<file path="src/rtl/spa_pkg.sv">
// ----------------------------------------------------------------------------
// spa_pkg
// Shared types and constants for the sparse polynomial adder: payload
// structs, command codes, controller states and the command/status bundles.
// ----------------------------------------------------------------------------
`default_nettype none

package spa_pkg;

  localparam int unsigned COEF_W  = 32;
  localparam int unsigned EXPON_W = 16;
  localparam int unsigned SUM_W   = 33;

  // input command codes; the fourth code is ignored
  typedef enum logic [1:0] {
    OP_APPEND_FIRST  = 2'd0,
    OP_APPEND_SECOND = 2'd1,
    OP_MERGE         = 2'd2
  } spa_op_e;

  typedef struct packed {
    logic [1:0]                cmd;
    logic signed [COEF_W-1:0]  term_coef;
    logic [EXPON_W-1:0]        term_expon;
  } spa_in_t;

  typedef struct packed {
    logic signed [SUM_W-1:0]   out_coef;
    logic [EXPON_W-1:0]        out_expon;
    logic                      term_valid;
    logic                      last_term;
    logic                      overflow;
  } spa_out_t;

  typedef enum logic [1:0] {
    ST_IDLE,
    ST_FETCH,
    ST_CMP,
    ST_FLUSH
  } spa_state_e;

  // controller to datapath
  typedef struct packed {
    logic append_first;
    logic append_second;
    logic merge_start;
    logic fetch;
    logic step;
    logic flush;
  } spa_cmd_t;

  // datapath to controller
  typedef struct packed {
    logic done;
    logic produce;
    logic pend_valid;
    logic out_free;
  } spa_stat_t;

endpackage

`default_nettype wire

</file>
<file path="src/rtl/spa_ctrl.sv">
// ----------------------------------------------------------------------------
// spa_ctrl
// Sequencer for the sparse polynomial adder: takes appends and the merge
// command, then steps the merge loop (fetch, compare) and the final flush.
// ----------------------------------------------------------------------------
`default_nettype none

module spa_ctrl
  import spa_pkg::*;
(
  input  wire logic      clk_i,
  input  wire logic      rst_ni,
  input  wire logic      in_valid_i,
  input  wire logic [1:0] in_cmd_i,
  output logic           in_ready_o,
  input  wire spa_stat_t stat_i,
  output spa_cmd_t       cmd_o
);

  spa_state_e state_q, state_d;
  logic       stall;

  // a new term cannot replace the pending one while the output is blocked
  assign stall = stat_i.produce && stat_i.pend_valid && !stat_i.out_free;

  always_ff @(posedge clk_i or negedge rst_ni) begin
    if (!rst_ni) begin
      state_q <= ST_IDLE;
    end else begin
      state_q <= state_d;
    end
  end

  always_comb begin
    state_d = state_q;
    unique case (state_q)
      ST_IDLE: begin
        if (in_valid_i && (in_cmd_i == OP_MERGE)) state_d = ST_FETCH;
      end
      ST_FETCH: begin
        state_d = ST_CMP;
      end
      ST_CMP: begin
        if (stat_i.done) begin
          state_d = ST_FLUSH;
        end else if (!stall) begin
          state_d = ST_FETCH;
        end
      end
      ST_FLUSH: begin
        if (stat_i.out_free) state_d = ST_IDLE;
      end
      default: state_d = ST_IDLE;
    endcase
  end

  always_comb begin
    in_ready_o = 1'b0;
    cmd_o      = '0;
    unique case (state_q)
      ST_IDLE: begin
        in_ready_o = 1'b1;
        unique case (in_cmd_i)
          OP_APPEND_FIRST:  cmd_o.append_first  = in_valid_i;
          OP_APPEND_SECOND: cmd_o.append_second = in_valid_i;
          OP_MERGE:         cmd_o.merge_start   = in_valid_i;
          default: ;
        endcase
      end
      ST_FETCH: begin
        cmd_o.fetch = 1'b1;
      end
      ST_CMP: begin
        cmd_o.step = !stat_i.done && !stall;
      end
      ST_FLUSH: begin
        cmd_o.flush = stat_i.out_free;
      end
      default: ;
    endcase
  end

`ifndef SYNTHESIS
  a_flush_ends_merge: assert property (@(posedge clk_i) disable iff (!rst_ni)
    cmd_o.flush |=> (state_q == ST_IDLE))
    else $error("flush did not return the controller to idle");
`endif

endmodule

`default_nettype wire

</file>
<file path="src/rtl/spa_dpath.sv">
// ----------------------------------------------------------------------------
// spa_dpath
// Datapath of the sparse polynomial adder: two term memories with fill
// counts, merge pointers, exponent compare and coefficient add, a one-term
// hold-back register that lets the final term carry the last mark, and the
// output register.
// ----------------------------------------------------------------------------
`default_nettype none

module spa_dpath
  import spa_pkg::*;
#(
  parameter int unsigned TERMS_PER_LIST = 32
) (
  input  wire logic     clk_i,
  input  wire logic     rst_ni,
  input  wire spa_in_t  in_data_i,
  input  wire spa_cmd_t cmd_i,
  output spa_stat_t     stat_o,
  output logic          out_valid_o,
  input  wire logic     out_ready_i,
  output spa_out_t      out_data_o
);

  localparam int unsigned CW = $clog2(TERMS_PER_LIST + 1);
  localparam int unsigned AW = (TERMS_PER_LIST > 1) ? $clog2(TERMS_PER_LIST) : 1;
  localparam logic [CW-1:0] DEPTH = CW'(TERMS_PER_LIST);

  // term memories
  logic signed [COEF_W-1:0] first_coefs   [TERMS_PER_LIST];
  logic [EXPON_W-1:0]       first_expons  [TERMS_PER_LIST];
  logic signed [COEF_W-1:0] second_coefs  [TERMS_PER_LIST];
  logic [EXPON_W-1:0]       second_expons [TERMS_PER_LIST];

  logic [CW-1:0] cnt_a_q, cnt_b_q, i_q, j_q;
  logic          dropped_q;

  logic signed [COEF_W-1:0] a_coef_q, b_coef_q;
  logic [EXPON_W-1:0]       a_expon_q, b_expon_q;

  logic signed [SUM_W-1:0]  pend_coef_q;
  logic [EXPON_W-1:0]       pend_expon_q;
  logic                     pend_valid_q;

  spa_out_t out_q;
  logic     out_valid_q;

  logic                    a_more, b_more, adv_a, adv_b, produce, done;
  logic signed [SUM_W-1:0] cand_coef, sum_coef;
  logic [EXPON_W-1:0]      cand_expon;
  logic                    out_free, push_step;

  assign out_free  = !out_valid_q || out_ready_i;
  assign push_step = cmd_i.step && produce && pend_valid_q;

  // exact sum of the two sign-extended coefficients
  assign sum_coef = {a_coef_q[COEF_W-1], a_coef_q} + {b_coef_q[COEF_W-1], b_coef_q};

  always_comb begin
    a_more     = i_q < cnt_a_q;
    b_more     = j_q < cnt_b_q;
    adv_a      = 1'b0;
    adv_b      = 1'b0;
    produce    = 1'b0;
    done       = 1'b0;
    cand_coef  = '0;
    cand_expon = '0;
    if (a_more && b_more) begin
      if (a_expon_q > b_expon_q) begin
        adv_a      = 1'b1;
        produce    = 1'b1;
        cand_coef  = {a_coef_q[COEF_W-1], a_coef_q};
        cand_expon = a_expon_q;
      end else if (a_expon_q < b_expon_q) begin
        adv_b      = 1'b1;
        produce    = 1'b1;
        cand_coef  = {b_coef_q[COEF_W-1], b_coef_q};
        cand_expon = b_expon_q;
      end else begin
        // equal exponents: a zero sum is dropped
        adv_a      = 1'b1;
        adv_b      = 1'b1;
        produce    = (sum_coef != '0);
        cand_coef  = sum_coef;
        cand_expon = a_expon_q;
      end
    end else if (a_more) begin
      adv_a      = 1'b1;
      produce    = 1'b1;
      cand_coef  = {a_coef_q[COEF_W-1], a_coef_q};
      cand_expon = a_expon_q;
    end else if (b_more) begin
      adv_b      = 1'b1;
      produce    = 1'b1;
      cand_coef  = {b_coef_q[COEF_W-1], b_coef_q};
      cand_expon = b_expon_q;
    end else begin
      done = 1'b1;
    end
  end

  assign stat_o = '{done: done, produce: produce, pend_valid: pend_valid_q,
                    out_free: out_free};

  // memory writes
  always_ff @(posedge clk_i) begin
    if (cmd_i.append_first && (cnt_a_q < DEPTH)) begin
      first_coefs[cnt_a_q[AW-1:0]]  <= in_data_i.term_coef;
      first_expons[cnt_a_q[AW-1:0]] <= in_data_i.term_expon;
    end
    if (cmd_i.append_second && (cnt_b_q < DEPTH)) begin
      second_coefs[cnt_b_q[AW-1:0]]  <= in_data_i.term_coef;
      second_expons[cnt_b_q[AW-1:0]] <= in_data_i.term_expon;
    end
  end

  // registered memory reads
  always_ff @(posedge clk_i) begin
    if (cmd_i.fetch) begin
      a_coef_q  <= first_coefs[i_q[AW-1:0]];
      a_expon_q <= first_expons[i_q[AW-1:0]];
      b_coef_q  <= second_coefs[j_q[AW-1:0]];
      b_expon_q <= second_expons[j_q[AW-1:0]];
    end
  end

  always_ff @(posedge clk_i or negedge rst_ni) begin
    if (!rst_ni) begin
      cnt_a_q   <= '0;
      cnt_b_q   <= '0;
      dropped_q <= 1'b0;
    end else if (cmd_i.flush) begin
      cnt_a_q   <= '0;
      cnt_b_q   <= '0;
      dropped_q <= 1'b0;
    end else begin
      if (cmd_i.append_first) begin
        if (cnt_a_q < DEPTH) cnt_a_q <= cnt_a_q + CW'(1);
        else                 dropped_q <= 1'b1;
      end
      if (cmd_i.append_second) begin
        if (cnt_b_q < DEPTH) cnt_b_q <= cnt_b_q + CW'(1);
        else                 dropped_q <= 1'b1;
      end
    end
  end

  always_ff @(posedge clk_i or negedge rst_ni) begin
    if (!rst_ni) begin
      i_q <= '0;
      j_q <= '0;
    end else if (cmd_i.merge_start) begin
      i_q <= '0;
      j_q <= '0;
    end else if (cmd_i.step) begin
      if (adv_a) i_q <= i_q + CW'(1);
      if (adv_b) j_q <= j_q + CW'(1);
    end
  end

  always_ff @(posedge clk_i or negedge rst_ni) begin
    if (!rst_ni) begin
      pend_valid_q <= 1'b0;
    end else if (cmd_i.merge_start || cmd_i.flush) begin
      pend_valid_q <= 1'b0;
    end else if (cmd_i.step && produce) begin
      pend_valid_q <= 1'b1;
    end
  end

  always_ff @(posedge clk_i) begin
    if (cmd_i.step && produce) begin
      pend_coef_q  <= cand_coef;
      pend_expon_q <= cand_expon;
    end
  end

  always_ff @(posedge clk_i or negedge rst_ni) begin
    if (!rst_ni) begin
      out_valid_q <= 1'b0;
    end else if (push_step || cmd_i.flush) begin
      out_valid_q <= 1'b1;
    end else if (out_ready_i) begin
      out_valid_q <= 1'b0;
    end
  end

  always_ff @(posedge clk_i) begin
    if (push_step) begin
      out_q <= '{out_coef: pend_coef_q, out_expon: pend_expon_q, term_valid: 1'b1,
                 last_term: 1'b0, overflow: dropped_q};
    end else if (cmd_i.flush) begin
      // empty sum gives one result with no term
      if (pend_valid_q) begin
        out_q <= '{out_coef: pend_coef_q, out_expon: pend_expon_q, term_valid: 1'b1,
                   last_term: 1'b1, overflow: dropped_q};
      end else begin
        out_q <= '{out_coef: '0, out_expon: '0, term_valid: 1'b0,
                   last_term: 1'b1, overflow: dropped_q};
      end
    end
  end

  assign out_valid_o = out_valid_q;
  assign out_data_o  = out_q;

`ifndef SYNTHESIS
  a_no_overwrite: assert property (@(posedge clk_i) disable iff (!rst_ni)
    (push_step || cmd_i.flush) |-> out_free)
    else $error("result register loaded while a result is still waiting");

  a_no_step_when_done: assert property (@(posedge clk_i) disable iff (!rst_ni)
    cmd_i.step |-> !done)
    else $error("merge stepped past the end of both lists");

  a_count_bound: assert property (@(posedge clk_i) disable iff (!rst_ni)
    (cnt_a_q <= DEPTH) && (cnt_b_q <= DEPTH))
    else $error("list fill count beyond depth");
`endif

endmodule

`default_nettype wire

</file>
<file path="src/rtl/sparse_polynomial_add.sv">
// ----------------------------------------------------------------------------
// sparse_polynomial_add
// Adds two sparse polynomials held as term lists in falling exponent order.
//
// Input channel (in_valid_i/in_ready_o, in_data_i): cmd appends a term to
// the first or second list, or starts a merge; the unused code is taken and
// ignored. A term appended beyond TERMS_PER_LIST is dropped and sets the
// overflow flag reported with the next merge.
// Output channel (out_valid_o/out_ready_i, out_data_o): one transfer per sum
// term, highest exponent first, last_term set on the final one. An empty sum
// gives a single transfer with term_valid low.
// Each merge step is a registered memory read followed by a compare and add;
// results trail by one term, held back so the last one can be marked. No new
// item is taken until the merge has handed its last result to the output
// register. A stalled receiver holds the merge at the next result.
// Reset empties both lists and clears the overflow flag; the term memories
// need no clearing pass.
// ----------------------------------------------------------------------------
`default_nettype none

module sparse_polynomial_add
  import spa_pkg::*;
#(
  parameter int unsigned TERMS_PER_LIST = 32
) (
  input  wire logic    clk_i,
  input  wire logic    rst_ni,
  input  wire logic    in_valid_i,
  output logic         in_ready_o,
  input  wire spa_in_t in_data_i,
  output logic         out_valid_o,
  input  wire logic    out_ready_i,
  output spa_out_t     out_data_o
);

  spa_cmd_t  cmd;
  spa_stat_t stat;

  spa_ctrl u_ctrl (
    .clk_i      (clk_i),
    .rst_ni     (rst_ni),
    .in_valid_i (in_valid_i),
    .in_cmd_i   (in_data_i.cmd),
    .in_ready_o (in_ready_o),
    .stat_i     (stat),
    .cmd_o      (cmd)
  );

  spa_dpath #(
    .TERMS_PER_LIST (TERMS_PER_LIST)
  ) u_dpath (
    .clk_i       (clk_i),
    .rst_ni      (rst_ni),
    .in_data_i   (in_data_i),
    .cmd_i       (cmd),
    .stat_o      (stat),
    .out_valid_o (out_valid_o),
    .out_ready_i (out_ready_i),
    .out_data_o  (out_data_o)
  );

endmodule

`default_nettype wire

</file>
<file path="config.mk">
export PLATFORM = sky130hd
export DESIGN_NAME = sparse_polynomial_add
export DESIGN_NICKNAME = d
export VERILOG_FILES = /design/src/rtl/spa_pkg.sv /design/src/rtl/spa_ctrl.sv /design/src/rtl/spa_dpath.sv /design/src/rtl/sparse_polynomial_add.sv
export SDC_FILE = /design/constraint.sdc
export NUM_CORES = 2
export LEC_CHECK = 0
export BUFFER_PORTS_ARGS = -buffer_cell sky130_fd_sc_hd__clkbuf_2
export CORE_ASPECT_RATIO = 2
export CORE_MARGIN = 4
export CORE_UTILIZATION = 59
export DETAILED_ROUTE_END_ITERATION = 6
export PLACE_DENSITY_LB_ADDON = 0.2
export SETUP_SLACK_MARGIN = 0.15
export SLEW_MARGIN = 0
export SYNTH_ARGS = -nofsm -noshare
export SYNTH_HDL_FRONTEND = slang
export SYNTH_SLANG_ARGS = --single-unit
</file>
<file path="constraint.sdc">
create_clock -name clk_i -period 11.9 [get_ports clk_i]
set_input_delay 2.38 -clock clk_i [delete_from_list [all_inputs] [get_ports clk_i]]
set_output_delay 2.38 -clock clk_i [all_outputs]
set_load 0.05 [all_outputs]
</file>
==> impl_metrics.env <==
export IMPL_run_status="complete, no violations"
export IMPL_yosysUniqueCellTypes=87
export IMPL_hold_class="flip-flop to flip-flop"
export IMPL_tritoncts="built"
export IMPL_ys_top_cells_by_count="3267 x edfxtp_1, 960 x mux4_2, 187 x clkbuf_1"
export IMPL_finalCritPeriodShare=0.4570
export IMPL_areaGrowthSynthToFinish_pct=10.62
export IMPL_grt_remaining_overflow=0
export IMPL_viasPerCell=6.923
export IMPL_grt_pass1_vias=60585
export IMPL_die_h_um=666.6
export IMPL_rows=241
export IMPL_hold_violations=0
export IMPL_synth_warnings=0
export IMPL_relSlewSlack=0.2332
export IMPL_synth_seq_cells=3298
export IMPL_drive_above_1_share=0.3055
export IMPL_dr_pass1_iters=7
export IMPL_rsz0062_at_grt="no"
export IMPL_crit_path_start_kind="primary input"
export IMPL_timing_final_max_slew_violations=0
export IMPL_fin_ws_ns=6.462
export IMPL_n_fill_cell=13575
export IMPL_finalSetupViolations=0
export IMPL_fin_nets=5815
export IMPL_period_needed_ns=5.438
export IMPL_skew_ns=0.04666
export IMPL_synthFlopType="edfxtp_1"
export IMPL_hpwl_um=210300
export IMPL_gr_usage_all_layers=0.3145
export IMPL_maxCapViolCount=0
export IMPL_syn_cell_area_sq_um=127900
export IMPL_ir_drop_uv=146.6
export IMPL_cts_made_buffers=279
export IMPL_required_ns=12.38
export IMPL_syn_nets=5563
export IMPL_postCtsSetupRepairBufs=0
export IMPL_synth_edff_count=3267
export IMPL_die_w_um=337.3
export IMPL_post_cts_resized=0
export IMPL_drt_initial_drc_count=8596
export IMPL_drt_antenna_violating_nets=0
export IMPL_vias=60365
export IMPL_wl_per_cell_um=39.73
export IMPL_antenna_found_initial=44
export IMPL_clock_sinks=3298
export IMPL_place_congestion=0.8958
export IMPL_yosysTopAreaCell="edfxtp_1"
export IMPL_synth_top_area_frac=0.7668
export IMPL_p_per_area_nw_per_um2=170.1
export IMPL_clock_root_buffer="clkbuf_16"
export IMPL_leakagePower_nw=42.66
export IMPL_tightest_slew_ns=1.150
export IMPL_pre_cts_slack_ns=5.571
export IMPL_start_util=0.5934
export IMPL_async_flop_share=0.008793
export IMPL_synth_cells=5440
export IMPL_core_sq_um=215600
export IMPL_pin_count=108
export IMPL_setup_tns_ns=0
export IMPL_drc_errors=0
export IMPL_arrival_ns=5.91
export IMPL_port_buffers=107
export IMPL_seq_area_frac_synth=0.7728
export IMPL_cts_hold_buf=0
export IMPL_clk_pin_slew_ns=0.07
export IMPL_worstPathMaxFanout=28
export IMPL_worst_hold_slack_ns=0.4752
export IMPL_grt_pass1_wl_um=482500
export IMPL_yosys_top_cells_area="edfxtp_1 77%, mux4_2 17%, mux2_2 0.84%"
export IMPL_h_tree_depth=5
export IMPL_drt_total_wl_um=346500
export IMPL_syn_area_per_cell_sq_um=23.52
export IMPL_worstSkewPairLatency_ns=0.86
export IMPL_critPathCaptureType="flip-flop"
export IMPL_critical_path_class="primary input to flip-flop"
export IMPL_fp_dieArea_sq_um=224800
export IMPL_cts_path_max_buffers=4
export IMPL_grt_max_degree=141
export IMPL_fmax_ghz=0.1839
export IMPL_synth_most_common_cell="edfxtp_1"
## cells by family (layout without fill, tap and decap cells)
kind of cell | count (synthesis) | count (layout) | share of synthesized area
adders and majority gates | 69 | 69 | 0.006806
xor gates and xnor gates | 22 | 22 | 0.001506
and+or+nand+nor | 408 | 408 | 0.01641
AOI/OAI and AO/OA | 250 | 250 | 0.01380
buffers and inverters | 319 | 785 | 0.009887
DFF | 3298 | 3298 | 0.7728
other | 0 | 20 | 0
muxes | 1074 | 1074 | 0.1788
## worst max-delay path: stages
cell,delay [ns]
clkbuf_2,0.09
nand3b_1,0.34
nor3b_2,0.71
buf_4,0.30
nand2_1,0.47
nor2_4,0.98
buf_4,0.58
## report_power, final
| group | internal (mW) | switching, mW | total, mW |
|---|---|---|---|
| clock network | 4.98 | 4.07 | 9.05 |
| logic | 0.754 | 1.27 | 2.02 |
| registers | 12.9 | 0.102 | 13.0 |
## placed cells by master, fill, tap and decap left out, types with 27 or more instances in the layout
cell type	n
a21oi_1	53
a22oi_1	27
buf_4	168
clkbuf_1	59
clkbuf_16	286
clkbuf_2	61
clkinv_1	55
clkinv_2	39
edfxtp_1	3267
ha_1	68
inv_1	38
mux2_2	96
mux4_2	960
nand2_1	109
nand3_1	35
nor2_1	48
nor2_4	67
nor3b_1	41
o21ai_0	43
## area by class of cell
| cell class | count | area, sq um | share of cell area |
|---|---|---|---|
| Multi-Input combinational cell | 1823 | 28350 | 0.2003 |
| Timing Repair Buffer | 250 | 1762 | 0.01245 |
| Inverter | 40 | 150.1 | 0.001061 |
| Antenna cell | 20 | 50.05 | 0.0003536 |
| Sequential cell | 3298 | 98910 | 0.6988 |
| Clock buffer | 345 | 7378 | 0.05213 |
| Tap cell | 2794 | 3496 | 0.02470 |
| Clock inverter | 150 | 1448 | 0.01023 |
## sequential cells by signal, indices dropped and copies added, names as in the netlist, 16 cells and up
name / count
u_dpath.first_coefs: 1024
u_dpath.second_coefs: 1024
u_dpath.first_expons: 512
u_dpath.second_expons: 512
u_dpath.out_data_o: 52
u_dpath.pend_coef_q: 33
u_dpath.a_coef_q: 32
u_dpath.b_coef_q: 32
u_dpath.a_expon_q: 16
u_dpath.b_expon_q: 16
u_dpath.pend_expon_q: 16
## final timing paths
check                           slack (ns)                            to                  start  cells past startpoint
worst max-delay path                  6.46  u_dpath.second_coefs[17][30]          in_data_i[49]                      7
worst min-delay path                  0.48         u_dpath.out_data_o[2]  u_dpath.out_data_o[2]                      2
worst max register to register        6.82        u_dpath.out_data_o[28]   u_dpath.b_coef_q[18]                     12
worst min register to register        0.48         u_dpath.out_data_o[2]  u_dpath.out_data_o[2]                      2
max in group asynchronous             9.76                u_dpath.j_q[2]                 rst_ni                      2
min in group asynchronous             1.64            u_dpath.cnt_a_q[5]                 rst_ni                      2
## through the flow
step | util | power, mW | cell area, sq um | instances
2_1_floorplan | - | 14.38 | 127900 | 5440
3_3_place_gp | 0.6153 | 15.27 | 132700 | 8205
3_5_place_dp | 0.6153 | 15.30 | 132700 | 8205
4_1_cts | 0.6563 | 24.21 | 141500 | 8700
5_1_grt | 0.6563 | 24.77 | 141500 | 8704
6_report | 0.6565 | 24.08 | 141500 | 8720
## per-layer routing
layer / global-route usage / part of all wire
met1: 0.4019 / 0.33
met2: 0.5255 / 0.52
met3: 0.04658 / 0.081
met4: 0.1730 / 0.069
met5: 0 / 0.000095
Note: power is estimated with default switching activity, not from simulation.
